## config.mk

```make
export PLATFORM = sky130hd
export DESIGN_NAME = key_matrix_event_tracker_top
export DESIGN_NICKNAME = d
export VERILOG_FILES = /design/src/hw/rtl/kmet_pkg.sv /design/src/hw/rtl/kmet_ctrl.sv /design/src/hw/rtl/kmet_datapath.sv /design/src/hw/rtl/key_matrix_event_tracker_top.sv
export VERILOG_INCLUDE_DIRS = /design/src /design/src/hw/rtl
export SDC_FILE = /design/constraint.sdc
export NUM_CORES = 1
export LEC_CHECK = 0
export BUFFER_PORTS_ARGS = -buffer_cell sky130_fd_sc_hd__buf_2
export CAP_MARGIN = 25
export CORE_ASPECT_RATIO = 1.1
export CORE_MARGIN = 8
export CORE_UTILIZATION = 60
export CTS_CLUSTER_DIAMETER = 100
export CTS_CLUSTER_SIZE = 20
export DETAILED_ROUTE_END_ITERATION = 7
export PLACE_DENSITY = 0.78
export SETUP_SLACK_MARGIN = 0.3
export SLEW_MARGIN = 30
export SYNTH_ARGS = -nofsm -noshare
export SYNTH_HDL_FRONTEND = slang
export SYNTH_HIERARCHICAL = 1
export SYNTH_SLANG_ARGS = --single-unit
```

## constraint.sdc

```tcl
create_clock -name clock -period 6.45 [get_ports clock]
set_input_delay 1.29 -clock clock [delete_from_list [all_inputs] [get_ports clock]]
set_output_delay 1.29 -clock clock [all_outputs]
set_load 0.02 [all_outputs]
```

## src/hw/rtl/key_matrix_event_tracker_top_assert.svh

```systemverilog
// Assertion macros used by the key matrix event tracker controller (kmet_ctrl).
`ifndef KEY_MATRIX_EVENT_TRACKER_TOP_ASSERT_SVH
`define KEY_MATRIX_EVENT_TRACKER_TOP_ASSERT_SVH

// Same-cycle implication.
`define KMET_ASSERT_IMP(name, clk, rst, ante, cons) \
   name: assert property (@(posedge clk) disable iff (rst) (ante) |-> (cons)) \
      else $error("kmet assertion failed");

// Next-cycle implication.
`define KMET_ASSERT_NXT(name, clk, rst, ante, cons) \
   name: assert property (@(posedge clk) disable iff (rst) (ante) |=> (cons)) \
      else $error("kmet assertion failed");

`endif

```

## src/hw/rtl/kmet_pkg.sv

```systemverilog
package kmet_pkg;

   localparam int SLOT_COUNT_DEF   = 8;
   localparam int BUTTON_COUNT_DEF = 9;
   localparam int MATRIX_KEYS      = 35;

   localparam logic [6:0] CODE_ALT     = 7'd17;
   localparam logic [6:0] CODE_SHIFT   = 7'd18;
   localparam logic [6:0] CODE_SYM     = 7'd19;
   localparam logic [6:0] CASE_OFFSET  = 7'h20;
   localparam logic [6:0] CHAR_UPPER_A = 7'h41;
   localparam logic [6:0] CHAR_UPPER_Z = 7'h5A;

   localparam logic [7:0] CSR_USE_MODIFIERS    = 8'd0;
   localparam logic [7:0] CSR_REPORT_MODIFIERS = 8'd1;
   localparam logic [7:0] CSR_HOLD_TIME_MS     = 8'd2;

   localparam logic [15:0] HOLD_TIME_RESET = 16'd300;

   localparam int MOD_ALT = 1;
   localparam int MOD_SHL = 2;
   localparam int MOD_SHR = 3;

   localparam int LOCK_CAPS     = 0;
   localparam int LOCK_NUM      = 1;
   localparam int LOCK_CAPS_CHG = 2;
   localparam int LOCK_NUM_CHG  = 3;

   typedef enum logic [1:0] {
      PH_IDLE     = 2'd0,
      PH_PRESSED  = 2'd1,
      PH_HOLD     = 2'd2,
      PH_RELEASED = 2'd3
   } phase_type;

   typedef enum logic [2:0] {
      MK_NONE = 3'd0,
      MK_SYM  = 3'd1,
      MK_ALT  = 3'd2,
      MK_SHL  = 3'd3,
      MK_SHR  = 3'd4
   } mk_type;

   typedef enum logic [1:0] {
      ST_IDLE = 2'd0,
      ST_SCAN = 2'd1,
      ST_PREP = 2'd2,
      ST_EXEC = 2'd3
   } ctrl_state_type;

   typedef struct packed {
      logic [6:0] plain;
      logic [6:0] alt;
      mk_type     mk;
   } key_def_type;

   typedef struct packed {
      logic scan_start;
      logic scan_step;
      logic prep;
      logic exec;
   } kmet_cmd_type;

   typedef struct packed {
      logic scan_last;
      logic rsp_hold;
   } kmet_sts_type;

   function automatic key_def_type key_lookup(input logic [5:0] pos);
      key_def_type d;
      case (pos)
         6'd0:  d = '{7'h51, 7'h23, MK_NONE};
         6'd1:  d = '{7'h45, 7'h32, MK_NONE};
         6'd2:  d = '{7'h52, 7'h33, MK_NONE};
         6'd3:  d = '{7'h55, 7'h5F, MK_NONE};
         6'd4:  d = '{7'h4F, 7'h2B, MK_NONE};
         6'd5:  d = '{7'h57, 7'h31, MK_NONE};
         6'd6:  d = '{7'h53, 7'h34, MK_NONE};
         6'd7:  d = '{7'h47, 7'h2F, MK_NONE};
         6'd8:  d = '{7'h48, 7'h3A, MK_NONE};
         6'd9:  d = '{7'h4C, 7'h22, MK_NONE};
         6'd10: d = '{7'h00, 7'h00, MK_SYM};
         6'd11: d = '{7'h44, 7'h35, MK_NONE};
         6'd12: d = '{7'h54, 7'h28, MK_NONE};
         6'd13: d = '{7'h59, 7'h29, MK_NONE};
         6'd14: d = '{7'h49, 7'h2D, MK_NONE};
         6'd15: d = '{7'h41, 7'h2A, MK_NONE};
         6'd16: d = '{7'h50, 7'h40, MK_NONE};
         6'd17: d = '{7'h00, 7'h00, MK_SHR};
         6'd18: d = '{7'h0A, 7'h7C, MK_NONE};
         6'd19: d = '{7'h08, 7'h00, MK_NONE};
         6'd20: d = '{7'h00, 7'h00, MK_ALT};
         6'd21: d = '{7'h58, 7'h38, MK_NONE};
         6'd22: d = '{7'h56, 7'h3F, MK_NONE};
         6'd23: d = '{7'h42, 7'h21, MK_NONE};
         6'd24: d = '{7'h24, 7'h60, MK_NONE};
         6'd25: d = '{7'h20, 7'h09, MK_NONE};
         6'd26: d = '{7'h5A, 7'h37, MK_NONE};
         6'd27: d = '{7'h43, 7'h39, MK_NONE};
         6'd28: d = '{7'h4E, 7'h2C, MK_NONE};
         6'd29: d = '{7'h4D, 7'h2E, MK_NONE};
         6'd30: d = '{7'h7E, 7'h30, MK_NONE};
         6'd31: d = '{7'h00, 7'h00, MK_SHL};
         6'd32: d = '{7'h46, 7'h36, MK_NONE};
         6'd33: d = '{7'h4A, 7'h3B, MK_NONE};
         6'd34: d = '{7'h4B, 7'h27, MK_NONE};
         6'd35: d = '{7'h01, 7'h00, MK_NONE};
         6'd36: d = '{7'h02, 7'h00, MK_NONE};
         6'd37: d = '{7'h03, 7'h00, MK_NONE};
         6'd38: d = '{7'h04, 7'h00, MK_NONE};
         6'd39: d = '{7'h05, 7'h00, MK_NONE};
         6'd40: d = '{7'h06, 7'h00, MK_NONE};
         6'd41: d = '{7'h07, 7'h00, MK_NONE};
         6'd42: d = '{7'h11, 7'h00, MK_NONE};
         6'd43: d = '{7'h12, 7'h00, MK_NONE};
         default: d = '{7'h00, 7'h00, MK_NONE};
      endcase
      return d;
   endfunction

   function automatic logic [3:0] mk_mask(input mk_type mk);
      logic [3:0] m;
      case (mk)
         MK_SYM:  m = 4'b0001;
         MK_ALT:  m = 4'b0010;
         MK_SHL:  m = 4'b0100;
         MK_SHR:  m = 4'b1000;
         default: m = 4'b0000;
      endcase
      return m;
   endfunction

endpackage

```

## src/hw/rtl/kmet_ctrl.sv

```systemverilog
`include "key_matrix_event_tracker_top_assert.svh"

module kmet_ctrl
   import kmet_pkg::*;
(
   input  logic         clock,
   input  logic         reset,
   input  logic         req_valid,
   output logic         req_ready,
   output kmet_cmd_type cmd,
   input  kmet_sts_type sts
);

   ctrl_state_type state_ff;
   ctrl_state_type state_in;

   always_ff @(posedge clock) begin
      if (reset) begin
         state_ff <= ST_IDLE;
      end else begin
         state_ff <= state_in;
      end
   end

   always_comb begin
      state_in = state_ff;
      case (state_ff)
         ST_IDLE: begin
            if (req_valid) state_in = ST_SCAN;
         end
         ST_SCAN: begin
            if (sts.scan_last) state_in = ST_PREP;
         end
         ST_PREP: begin
            state_in = ST_EXEC;
         end
         ST_EXEC: begin
            if (!sts.rsp_hold) state_in = ST_IDLE;
         end
         default: begin
            state_in = ST_IDLE;
         end
      endcase
   end

   always_comb begin
      req_ready = 1'b0;
      cmd       = '0;
      case (state_ff)
         ST_IDLE: begin
            req_ready      = 1'b1;
            cmd.scan_start = req_valid;
         end
         ST_SCAN: begin
            cmd.scan_step = 1'b1;
         end
         ST_PREP: begin
            cmd.prep = 1'b1;
         end
         ST_EXEC: begin
            cmd.exec = !sts.rsp_hold;
         end
         default: begin
            req_ready = 1'b0;
         end
      endcase
   end

   `KMET_ASSERT_NXT(a_accept_scans, clock, reset, req_valid && req_ready, state_ff == ST_SCAN)
   `KMET_ASSERT_NXT(a_scan_to_prep, clock, reset, state_ff == ST_SCAN && sts.scan_last, state_ff == ST_PREP)
   `KMET_ASSERT_IMP(a_no_overwrite, clock, reset, cmd.exec, !sts.rsp_hold)

endmodule

```

## src/hw/rtl/kmet_datapath.sv

```systemverilog
module kmet_datapath
   import kmet_pkg::*;
#(
   parameter int SLOT_COUNT   = SLOT_COUNT_DEF,
   parameter int BUTTON_COUNT = BUTTON_COUNT_DEF
) (
   input  logic         clock,
   input  logic         reset,
   input  kmet_cmd_type cmd,
   output kmet_sts_type sts,
   input  logic [5:0]   req_key_position,
   input  logic         req_pressed,
   input  logic [31:0]  req_now_ms,
   input  logic         csr_valid,
   output logic         csr_ready,
   input  logic [7:0]   csr_index,
   input  logic [15:0]  csr_wdata,
   output logic         rsp_valid,
   input  logic         rsp_ready,
   output logic         rsp_key_event_valid,
   output logic [6:0]   rsp_key_char,
   output logic [1:0]   rsp_key_event_state,
   output logic         rsp_lock_event_valid,
   output logic         rsp_caps_changed,
   output logic         rsp_num_changed,
   output logic         rsp_caps_lock_on,
   output logic         rsp_num_lock_on
);

   localparam int IDX_W = (SLOT_COUNT > 1) ? $clog2(SLOT_COUNT) : 1;

   logic        use_mod_ff;
   logic        report_mod_ff;
   logic [15:0] hold_ff;

   logic [5:0]  key_ff;
   logic        pressed_ff;
   logic [31:0] now_ff;

   logic              slot_valid_ff [SLOT_COUNT];
   logic [5:0]        slot_key_ff   [SLOT_COUNT];
   phase_type         slot_phase_ff [SLOT_COUNT];
   logic [31:0]       slot_start_ff [SLOT_COUNT];

   logic [IDX_W-1:0] scan_idx_ff;
   logic             match_found_ff;
   logic [IDX_W-1:0] match_idx_ff;
   logic             free_found_ff;
   logic [IDX_W-1:0] free_idx_ff;

   logic             act_ff;
   logic [IDX_W-1:0] act_idx_ff;
   phase_type        phase_ff;
   logic             expired_ff;

   logic [3:0] md_ff;
   logic [3:0] lock_ff;
   logic [3:0] md_in;
   logic [3:0] lock_in;
   phase_type  phase_in;

   logic        hit;
   logic        empty;
   logic        known;
   logic [31:0] elapsed;
   key_def_type kd;
   logic [3:0]  md_bit;
   logic        enter;
   logic        start_write;
   logic        free_slot;
   logic        lock_ev;
   logic [6:0]  ch;
   logic        key_ev;

   assign csr_ready = 1'b1;

   always_ff @(posedge clock) begin
      if (reset) begin
         use_mod_ff    <= 1'b1;
         report_mod_ff <= 1'b0;
         hold_ff       <= HOLD_TIME_RESET;
      end else if (csr_valid) begin
         case (csr_index)
            CSR_USE_MODIFIERS:    use_mod_ff    <= csr_wdata[0];
            CSR_REPORT_MODIFIERS: report_mod_ff <= csr_wdata[0];
            CSR_HOLD_TIME_MS:     hold_ff       <= csr_wdata;
            default: ;
         endcase
      end
   end

   always_ff @(posedge clock) begin
      if (cmd.scan_start) begin
         key_ff     <= req_key_position;
         pressed_ff <= req_pressed;
         now_ff     <= req_now_ms;
      end
   end

   assign hit   = slot_valid_ff[scan_idx_ff] && (slot_key_ff[scan_idx_ff] == key_ff);
   assign empty = !slot_valid_ff[scan_idx_ff];
   assign sts.scan_last = (scan_idx_ff == IDX_W'(SLOT_COUNT - 1));
   assign sts.rsp_hold  = rsp_valid && !rsp_ready;

   always_ff @(posedge clock) begin
      if (reset) begin
         scan_idx_ff    <= '0;
         match_found_ff <= 1'b0;
         free_found_ff  <= 1'b0;
      end else if (cmd.scan_start) begin
         scan_idx_ff    <= '0;
         match_found_ff <= 1'b0;
         free_found_ff  <= 1'b0;
      end else if (cmd.scan_step) begin
         if (hit && !match_found_ff) begin
            match_found_ff <= 1'b1;
            match_idx_ff   <= scan_idx_ff;
         end
         if (empty && !free_found_ff) begin
            free_found_ff <= 1'b1;
            free_idx_ff   <= scan_idx_ff;
         end
         if (!sts.scan_last) scan_idx_ff <= scan_idx_ff + IDX_W'(1);
      end
   end

   assign known   = (key_ff < 6'(MATRIX_KEYS + BUTTON_COUNT));
   assign elapsed = now_ff - slot_start_ff[match_idx_ff];

   always_ff @(posedge clock) begin
      if (reset) begin
         act_ff <= 1'b0;
      end else if (cmd.prep) begin
         act_ff <= known && (match_found_ff || (pressed_ff && free_found_ff));
      end
   end

   always_ff @(posedge clock) begin
      if (cmd.prep) begin
         act_idx_ff <= match_found_ff ? match_idx_ff : free_idx_ff;
         phase_ff   <= match_found_ff ? slot_phase_ff[match_idx_ff] : PH_IDLE;
         expired_ff <= (elapsed > {16'd0, hold_ff});
      end
   end

   assign kd     = key_lookup(key_ff);
   assign md_bit = mk_mask(kd.mk);

   always_comb begin
      logic shl;
      logic shr;
      logic alt;
      md_in       = md_ff;
      lock_in     = lock_ff;
      phase_in    = phase_ff;
      enter       = 1'b0;
      start_write = 1'b0;
      free_slot   = 1'b0;
      lock_ev     = 1'b0;
      shl         = 1'b0;
      shr         = 1'b0;
      alt         = 1'b0;
      case (phase_ff)
         PH_IDLE: begin
            if (pressed_ff) begin
               md_in = md_ff | md_bit;
               shl   = md_in[MOD_SHL];
               shr   = md_in[MOD_SHR];
               alt   = md_in[MOD_ALT];
               if (!lock_in[LOCK_CAPS_CHG] && shr && alt) begin
                  lock_in[LOCK_CAPS]     = 1'b1;
                  lock_in[LOCK_CAPS_CHG] = 1'b1;
               end
               if (!lock_in[LOCK_NUM_CHG] && shl && alt) begin
                  lock_in[LOCK_NUM]     = 1'b1;
                  lock_in[LOCK_NUM_CHG] = 1'b1;
               end
               if (!lock_in[LOCK_CAPS_CHG] && (shl || shr)) begin
                  lock_in[LOCK_CAPS]     = 1'b0;
                  lock_in[LOCK_CAPS_CHG] = 1'b1;
               end
               if (!lock_in[LOCK_NUM_CHG] && (shl || shr)) begin
                  lock_in[LOCK_NUM]     = 1'b0;
                  lock_in[LOCK_NUM_CHG] = 1'b1;
               end
               if (!alt) begin
                  lock_in[LOCK_CAPS_CHG] = 1'b0;
                  lock_in[LOCK_NUM_CHG]  = 1'b0;
               end
               lock_ev     = lock_in[LOCK_CAPS_CHG] || lock_in[LOCK_NUM_CHG];
               phase_in    = PH_PRESSED;
               enter       = 1'b1;
               start_write = 1'b1;
            end
         end
         PH_PRESSED: begin
            if (expired_ff) begin
               phase_in = PH_HOLD;
               enter    = 1'b1;
            end else if (!pressed_ff) begin
               phase_in = PH_RELEASED;
               enter    = 1'b1;
            end
         end
         PH_HOLD: begin
            if (!pressed_ff) begin
               phase_in = PH_RELEASED;
               enter    = 1'b1;
            end
         end
         PH_RELEASED: begin
            md_in     = md_ff & ~md_bit;
            free_slot = 1'b1;
            phase_in  = PH_IDLE;
         end
         default: begin
            phase_in = PH_IDLE;
         end
      endcase
   end

   always_comb begin
      logic shift_on;
      logic alt_on;
      ch       = kd.plain;
      shift_on = md_in[MOD_SHL] || md_in[MOD_SHR] || lock_in[LOCK_CAPS];
      alt_on   = md_in[MOD_ALT] || lock_in[LOCK_NUM];
      case (kd.mk)
         MK_ALT: begin
            if (report_mod_ff) ch = CODE_ALT;
         end
         MK_SHL, MK_SHR: begin
            if (report_mod_ff) ch = CODE_SHIFT;
         end
         MK_SYM: begin
            if (report_mod_ff) ch = CODE_SYM;
         end
         default: begin
            if (use_mod_ff) begin
               if (alt_on) begin
                  ch = kd.alt;
               end else if (!shift_on && ch >= CHAR_UPPER_A && ch <= CHAR_UPPER_Z) begin
                  ch = ch + CASE_OFFSET;
               end
            end
         end
      endcase
   end

   assign key_ev = act_ff && enter && (ch != 7'd0);

   always_ff @(posedge clock) begin
      if (reset) begin
         md_ff   <= '0;
         lock_ff <= '0;
      end else if (cmd.exec && act_ff) begin
         md_ff   <= md_in;
         lock_ff <= lock_in;
      end
   end

   always_ff @(posedge clock) begin
      if (reset) begin
         for (int i = 0; i < SLOT_COUNT; i++) slot_valid_ff[i] <= 1'b0;
      end else if (cmd.exec && act_ff) begin
         slot_valid_ff[act_idx_ff] <= !free_slot;
      end
   end

   always_ff @(posedge clock) begin
      if (cmd.exec && act_ff) begin
         slot_key_ff[act_idx_ff]   <= key_ff;
         slot_phase_ff[act_idx_ff] <= phase_in;
         if (start_write) slot_start_ff[act_idx_ff] <= now_ff;
      end
   end

   always_ff @(posedge clock) begin
      if (reset) begin
         rsp_valid <= 1'b0;
      end else if (cmd.exec) begin
         rsp_valid <= 1'b1;
      end else if (rsp_ready) begin
         rsp_valid <= 1'b0;
      end
   end

   always_ff @(posedge clock) begin
      if (cmd.exec) begin
         rsp_key_event_valid  <= key_ev;
         rsp_key_char         <= key_ev ? ch : 7'd0;
         rsp_key_event_state  <= key_ev ? phase_in : PH_IDLE;
         rsp_lock_event_valid <= act_ff && lock_ev;
         rsp_caps_changed     <= act_ff && lock_ev && lock_in[LOCK_CAPS_CHG];
         rsp_num_changed      <= act_ff && lock_ev && lock_in[LOCK_NUM_CHG];
         rsp_caps_lock_on     <= act_ff ? lock_in[LOCK_CAPS] : lock_ff[LOCK_CAPS];
         rsp_num_lock_on      <= act_ff ? lock_in[LOCK_NUM] : lock_ff[LOCK_NUM];
      end
   end

endmodule

```

## src/hw/rtl/key_matrix_event_tracker_top.sv

```systemverilog
// Key matrix event tracker.
// Request beat (req_valid/req_ready): one sampled key position, its pressed
// flag and the millisecond uptime. Response beat (rsp_valid/rsp_ready): exactly
// one result per request, carrying the key event, the lock event and the
// current caps and num lock state.
// Configuration beat (csr_valid/csr_ready, csr_index, csr_wdata): always taken;
// index 0 use_modifiers, 1 report_modifiers, 2 hold_time_ms, others dropped.
// From request accept to rsp_valid, the slot table is searched one slot at
// a time, then the selected slot is read, and then it is updated and the
// response register is loaded. One request is in flight at a time; the next
// one is taken in the idle state after the update.
// Reset clears all slots, modifier and lock state and loads the register
// defaults; the block leaves reset idle and ready for a request.
// A stalled response holds in the output register; the next request is
// accepted and searched meanwhile, and its update waits until the held beat
// is taken.
module key_matrix_event_tracker_top
   import kmet_pkg::*;
#(
   parameter int SLOT_COUNT   = SLOT_COUNT_DEF,
   parameter int BUTTON_COUNT = BUTTON_COUNT_DEF
) (
   input  logic        clock,
   input  logic        reset,
   input  logic        req_valid,
   output logic        req_ready,
   input  logic [5:0]  req_key_position,
   input  logic        req_pressed,
   input  logic [31:0] req_now_ms,
   input  logic        csr_valid,
   output logic        csr_ready,
   input  logic [7:0]  csr_index,
   input  logic [15:0] csr_wdata,
   output logic        rsp_valid,
   input  logic        rsp_ready,
   output logic        rsp_key_event_valid,
   output logic [6:0]  rsp_key_char,
   output logic [1:0]  rsp_key_event_state,
   output logic        rsp_lock_event_valid,
   output logic        rsp_caps_changed,
   output logic        rsp_num_changed,
   output logic        rsp_caps_lock_on,
   output logic        rsp_num_lock_on
);

   kmet_cmd_type cmd;
   kmet_sts_type sts;

   kmet_ctrl u_ctrl (
      .clock     (clock),
      .reset     (reset),
      .req_valid (req_valid),
      .req_ready (req_ready),
      .cmd       (cmd),
      .sts       (sts)
   );

   kmet_datapath #(
      .SLOT_COUNT   (SLOT_COUNT),
      .BUTTON_COUNT (BUTTON_COUNT)
   ) u_datapath (
      .clock                (clock),
      .reset                (reset),
      .cmd                  (cmd),
      .sts                  (sts),
      .req_key_position     (req_key_position),
      .req_pressed          (req_pressed),
      .req_now_ms           (req_now_ms),
      .csr_valid            (csr_valid),
      .csr_ready            (csr_ready),
      .csr_index            (csr_index),
      .csr_wdata            (csr_wdata),
      .rsp_valid            (rsp_valid),
      .rsp_ready            (rsp_ready),
      .rsp_key_event_valid  (rsp_key_event_valid),
      .rsp_key_char         (rsp_key_char),
      .rsp_key_event_state  (rsp_key_event_state),
      .rsp_lock_event_valid (rsp_lock_event_valid),
      .rsp_caps_changed     (rsp_caps_changed),
      .rsp_num_changed      (rsp_num_changed),
      .rsp_caps_lock_on     (rsp_caps_lock_on),
      .rsp_num_lock_on      (rsp_num_lock_on)
   );

endmodule
```

Yosys cells after proc, flatten, opt, wreduce, memory -nomap -nowiden
Memory sizes are Yosys's and may differ from the RTL's. A register that Yosys moved wholly into a read port is not among the register bits.
Cells that the tools add are included.
Word-level totals
  bits in registers: 99
  RAM bits: 328
  memory bits (read-only): 1088
  input bits: 68
  output and inout port bits: 18
  memories kept: 5
Memory list
  (no name shown): depth 64, width 17, read ports 1, clocked after Yosys merged registers in 1, write ports 0, RTL line kmet_pkg.sv:71  | case (pos)
  u_datapath.slot_start_ff: depth 8, width 32, read ports 1, clocked after Yosys merged registers in 1, write ports 1, RTL line kmet_datapath.sv:43  | logic [31:0] slot_start_ff [SLOT_COUNT];
  u_datapath.slot_key_ff: depth 8, width 6, read ports 1, clocked after Yosys merged registers in 1, write ports 1, RTL line kmet_datapath.sv:41  | logic [5:0] slot_key_ff [SLOT_COUNT];
  u_datapath.slot_phase_ff: depth 8, width 2, read ports 1, clocked after Yosys merged registers in 1, write ports 1, RTL line kmet_datapath.sv:42  | phase_type slot_phase_ff [SLOT_COUNT];
  u_datapath.slot_valid_ff: depth 8, width 1, read ports 1, clocked after Yosys merged registers in 1, write ports 8, RTL line kmet_datapath.sv:40  | logic slot_valid_ff [SLOT_COUNT];
Operators by class
  add/sub/neg operators: 3
  magnitude comparators: 4
  eq/ne operators: 18
  mux-type cells: 71
  bitwise gates (word level): 6
  reduce and logical (&&, ||, !) cells: 57
Operator list (number)
  7-bit 2-to-1 mux: 6
  1-bit 2-to-1 mux: 39
  32-bit by 16-bit greater-than comparator with 1-bit output: 1
  32-bit subtractor: 1
  3-bit 2-to-1 mux: 7
  7-bit one-hot mux with 3 select lines: 1
  1-bit logical AND: 20
  2-bit 2-to-1 mux: 9
  2-bit one-hot mux with 4 select lines: 2
  4-bit one-hot mux with 4 select lines: 1
  1-bit logical NOT: 12
  4-bit 2-to-1 mux: 3
  2-bit AND reduction: 6
  2-bit == test (second input constant): 4
  8-bit by 1-bit == test with 1-bit output (second input constant): 1
  8-bit by 2-bit == test with 1-bit output (second input constant): 1
  8-bit logical NOT: 1
  4-bit one-hot mux with 2 select lines: 1
  4-bit AND reduction: 2
  7-bit by 6-bit adder with 7-bit output (second input constant): 1
  7-bit greater-or-equal comparator (second input constant): 1
  7-bit <= comparator (second input constant): 1
  7-bit nonzero test: 1
  3-bit by 2-bit == test with 1-bit output (second input constant): 2
  other kinds (20): 35

Depth between registers and ports, before layout
  word-level depth: 26
  gate-level depth with buffers: 22
  depth with buffers taken out: 20

By module
The synthesis kept the hierarchy.
By module, submodules not included
  kmet_datapath: instances 1, cells an instance 1356, area an instance 20060.5 sq um
  kmet_ctrl: instances 1, cells an instance 20, area an instance 180.2 sq um

Least setup slack after synthesis
No wires, ideal clock.
  path type: register -> register
  from: register with a tool-made name
  to: register u_datapath.expired_ff, data pin
  data arrival time: 5.338 ns
  setup slack: 0.839 ns
  cell stages (with the launch flop): 22
  buffers on the path: 2
  period minus slack after synthesis: 5.611 ns
  path through: dfxtp_1 -> clkbuf_1 -> buf_1 -> mux4_2 -> mux2_2 -> ha_1 -> fa_1 -> nand2b_1 -> a21oi_1 -> o41ai_1 -> o21a_1 -> o21ai_0 -> xor2_1 -> ha_1 -> and3_1 -> a221oi_1 -> nand2_1 -> o21ai_0 -> o2111ai_1 -> or4_1 -> nor4_1 -> nand4_1
RTL lines
  to (signal assigned): RTL line kmet_datapath.sv:142  | expired_ff <= (elapsed > {16'd0, hold_ff});
  to (decl): RTL line kmet_datapath.sv:54  | logic expired_ff;

==> run_results.csv <==
group,metric,value,unit
timing,fin_tns_setup,0,ns
run,cap_violations,0,
power_and_ir_drop,combinationalPowerShare,0.220,
die,die_area,39900,um^2
placed_design,gp_congestion,0.875,
worst_setup_path,worstPathMaxFanout,18,
final_layout,multiInputGateArea,6910,um^2
timing,holdWs,0.493,ns
clock_tree,insertion_delay,0.58,ns
power_and_ir_drop,power.share.switching,0.300,
final_layout,num_antenna_cells,0,
power_and_ir_drop,p_int,4.79,mW
global_routing,gr-usage-all-layers,0.217,
die,num_io_pins,86,
power_and_ir_drop,cellPowerDensity,311,nW/um^2
global_routing,antenna_found_initial,0,
power_and_ir_drop,pwr-share-clk,0.244,
timing,hold_violations,0,
placed_design,placed_area,21200,um^2
yosys,synth_common_cells,"394 x edfxtp_1, 107 x nor2_1, 97 x nand2_1",
yosys,synthArstFlopShare,0,
worst_setup_path,critPathRequiredTime,6.76,ns
global_routing,grt_pass1_vias,12100,
yosys,synthDistinctLibCells,79,
drt,dr.first_iter.drc_count,1048,
clock_tree,clk_pin_slew,0.09,ns
placed_design,hpwlAfterDp,28800,um
drt,post_drt_wl_per_cell,22.8,um
yosys,yosysWarnings,6,
clock_tree,cts_sinks,451,
drt,ant_nets,0,
timing,setup_violations,0,
worst_setup_path,critical_path_class,"flop to flop",
drt,viasPerCell,6.32,
drt,totalWireLength,43600,um
yosys,netlist_area,20200,um^2
clock_tree,cts_buffers,26,
die,start_util,0.608,
clock_tree,cts_tree,"yes",
final_layout,num-fill-cells,2325,
worst_setup_path,cp.arrival,5.74,ns
global_routing,grt_start_max_net_pins,37,
final_layout,fin_cells,1911,
placed_design,dp_slack,1.01,ns
yosys,synth_most_common_cell,"edfxtp_1",
global_routing,grt_pass1_wl,68000,um
drt,num_vias,12100,
timing,fin_ws,1.02,ns
placed_design,dp.cells,1864,
power_and_ir_drop,switchingPower,2.05,mW
final_layout,synthToLayoutAreaGrowth,8.64,%
yosys,synth.yosys.seq_area_share,0.641,
yosys,avgSynthCellArea,14.7,um^2
timing,tightest_slew,0.879,ns
worst_setup_path,critPathLaunchType,"flop",
yosys,synthCells,1376,
timing,finalMaxSlewViolations,0,
final_layout,design_area,22000,um^2
timing,fmax,0.184,GHz
yosys,synthesis.nets,1517,
yosys,synth_top_area_cell,"edfxtp_1",
clock_tree,cts_setup_buffers,0,
die,design.core.area,33300,um^2
clock_tree,cts_root_buf,"clkbuf_16",
yosys,synth_edf_count,394,
yosys,synth-seq-cells,451,
drt,drc,0,
power_and_ir_drop,total_power,6.85,mW
run_status,outcome,"finished clean",
die,rows,70,
yosys,synth_top_area_frac,0.585,
power_and_ir_drop,power_leakage,7.78,nW
power_and_ir_drop,vdd_drop_max,0.349,mV
timing,clock_skew,0.0238,ns
timing,fin_crit,5.43,ns
min_path,hold_path_class,"flop to flop",
clock_tree,h-tree-depth,1,
final_layout,final_util,0.661,
die,die_y,209,um
power_and_ir_drop,seq_power_share,0.536,
timing,period_share,0.842,
worst_setup_path,cp-end-kind,"flop",
timing,rsz0062_at_grt,"no",
drt,dr.pass1.iters,5,
yosys,yosys-top-cells-area,"edfxtp_1 58%, mux4_2 9.1%, dfxtp_1 5.6%",
die,die_width,191,um
clock_tree,cts-resized-gates,0,
placed_design,io_buffers,84,
yosys,ys.flop_type,"edfxtp_1",
clock_tree,cts_buffer_depth,3,
timing,max_slew_margin,0.413,
final_layout,regArea,13000,um^2
clock_tree,ctsHoldBuffers,0,
final_layout,fin_nets,1601,
global_routing,grt_overflow_total,0,
final_layout,final_layout_size_suffix_gt1_frac,0.165,
## cell usage in the layout, fill, tap and decap left out, drive strengths merged, types with 19 or more instances in the layout
cell type,instances
dfxtp,57
edfxtp,394
xnor2,20
mux2i,73
a21oi,75
nor2,107
buf,106
ha,72
nand2,97
inv,59
o21ai,36
mux4,82
clkbuf,45
nor3,19
nand3,19
## final timing paths
check,from,endpoint,slack (ns),cells past startpoint
setup reg to reg,flop,u_datapath/expired_ff,1.02,19
setup / recovery,flop,u_datapath/expired_ff,1.02,19
hold / removal,u_datapath/hold_ff[8],u_datapath/hold_ff[8],0.49,2
hold reg to reg,u_datapath/hold_ff[8],u_datapath/hold_ff[8],0.49,2
## power by group through the flow
stage                     logic, mW  clock network (mW)  registers (mW)
after detailed placement       1.48                   0            3.73
after floorplan                1.11                   0            3.63
final                          1.51                1.67            3.67
after global placement         1.46                   0            3.72
after global routing           1.66                1.80            3.70
after CTS                      1.48                1.71            3.67
## flip-flops by register name (all words and copies together) (netlist names), 2 cells and up, named ones only
| register | count |
|---|---|
| u_datapath/lock_ff | 4 |
| u_datapath/slot_key_ff | 48 |
| u_datapath/kd | 17 |
| u_datapath/hold_ff | 16 |
| u_datapath/md_ff | 3 |
| u_datapath/phase_ff | 2 |
| u_datapath/rsp_key_char | 7 |
| u_datapath/key_ff | 6 |
| u_datapath/match_idx_ff | 3 |
| u_ctrl/state_ff | 2 |
| u_datapath/free_idx_ff | 3 |
| u_datapath/rsp_key_event_state | 2 |
| u_datapath/act_idx_ff | 3 |
| u_datapath/slot_valid_ff | 8 |
| u_datapath/slot_start_ff | 256 |
| u_datapath/scan_idx_ff | 3 |
| u_datapath/now_ff | 32 |
| u_datapath/slot_phase_ff | 16 |
## final cells by class
cell class                 count  area share
multi-input combinational    816       0.314
sequential                   451       0.590
timing repair buffer         106      0.0266
inverter                      59      0.0101
tap                          432      0.0246
clock buffer                  45      0.0328
clock inverter                 2     0.00125
## per-layer routing
| metal | up-vias | routed length (um) | track usage |
|---|---|---|---|
| met2 | 464 | 21700 | 0.370 |
| met4 | 0 | 960 | 0.0598 |
| met1 | 6056 | 18300 | 0.293 |
| li1 | 5491 | - | - |
| met5 | - | 0 | 0 |
| met3 | 60 | 2670 | 0.0232 |
## logic make-up after synthesis
family,share of synthesized area
AO/OA/AOI/OAI,0.0747
buffers and inverters,0.0209
flip-flops,0.641
multiplexers,0.131
AND/OR/NAND/NOR,0.0731
other,0.000185
adder cells (fa/ha/maj),0.0455
XOR/XNOR,0.0134
## worst max-delay path: stages, from the launching register on
cell	delay, ns
dfxtp_4	0.57
mux4_2	0.55
mux2_2	0.27
ha_1	0.20
fa_1	0.41
nand2b_1	0.18
a21oi_1	0.25
o41ai_1	0.17
o21a_1	0.22
o21ai_0	0.21
xor2_1	0.18
ha_1	0.26
and3_1	0.16
a221oi_1	0.28
nand2_1	0.08
o21ai_0	0.17
o2111ai_1	0.12
or4_1	0.53
nor4_1	0.23
nand4_1	0.11
Note: power is estimated with default switching activity, not from simulation.
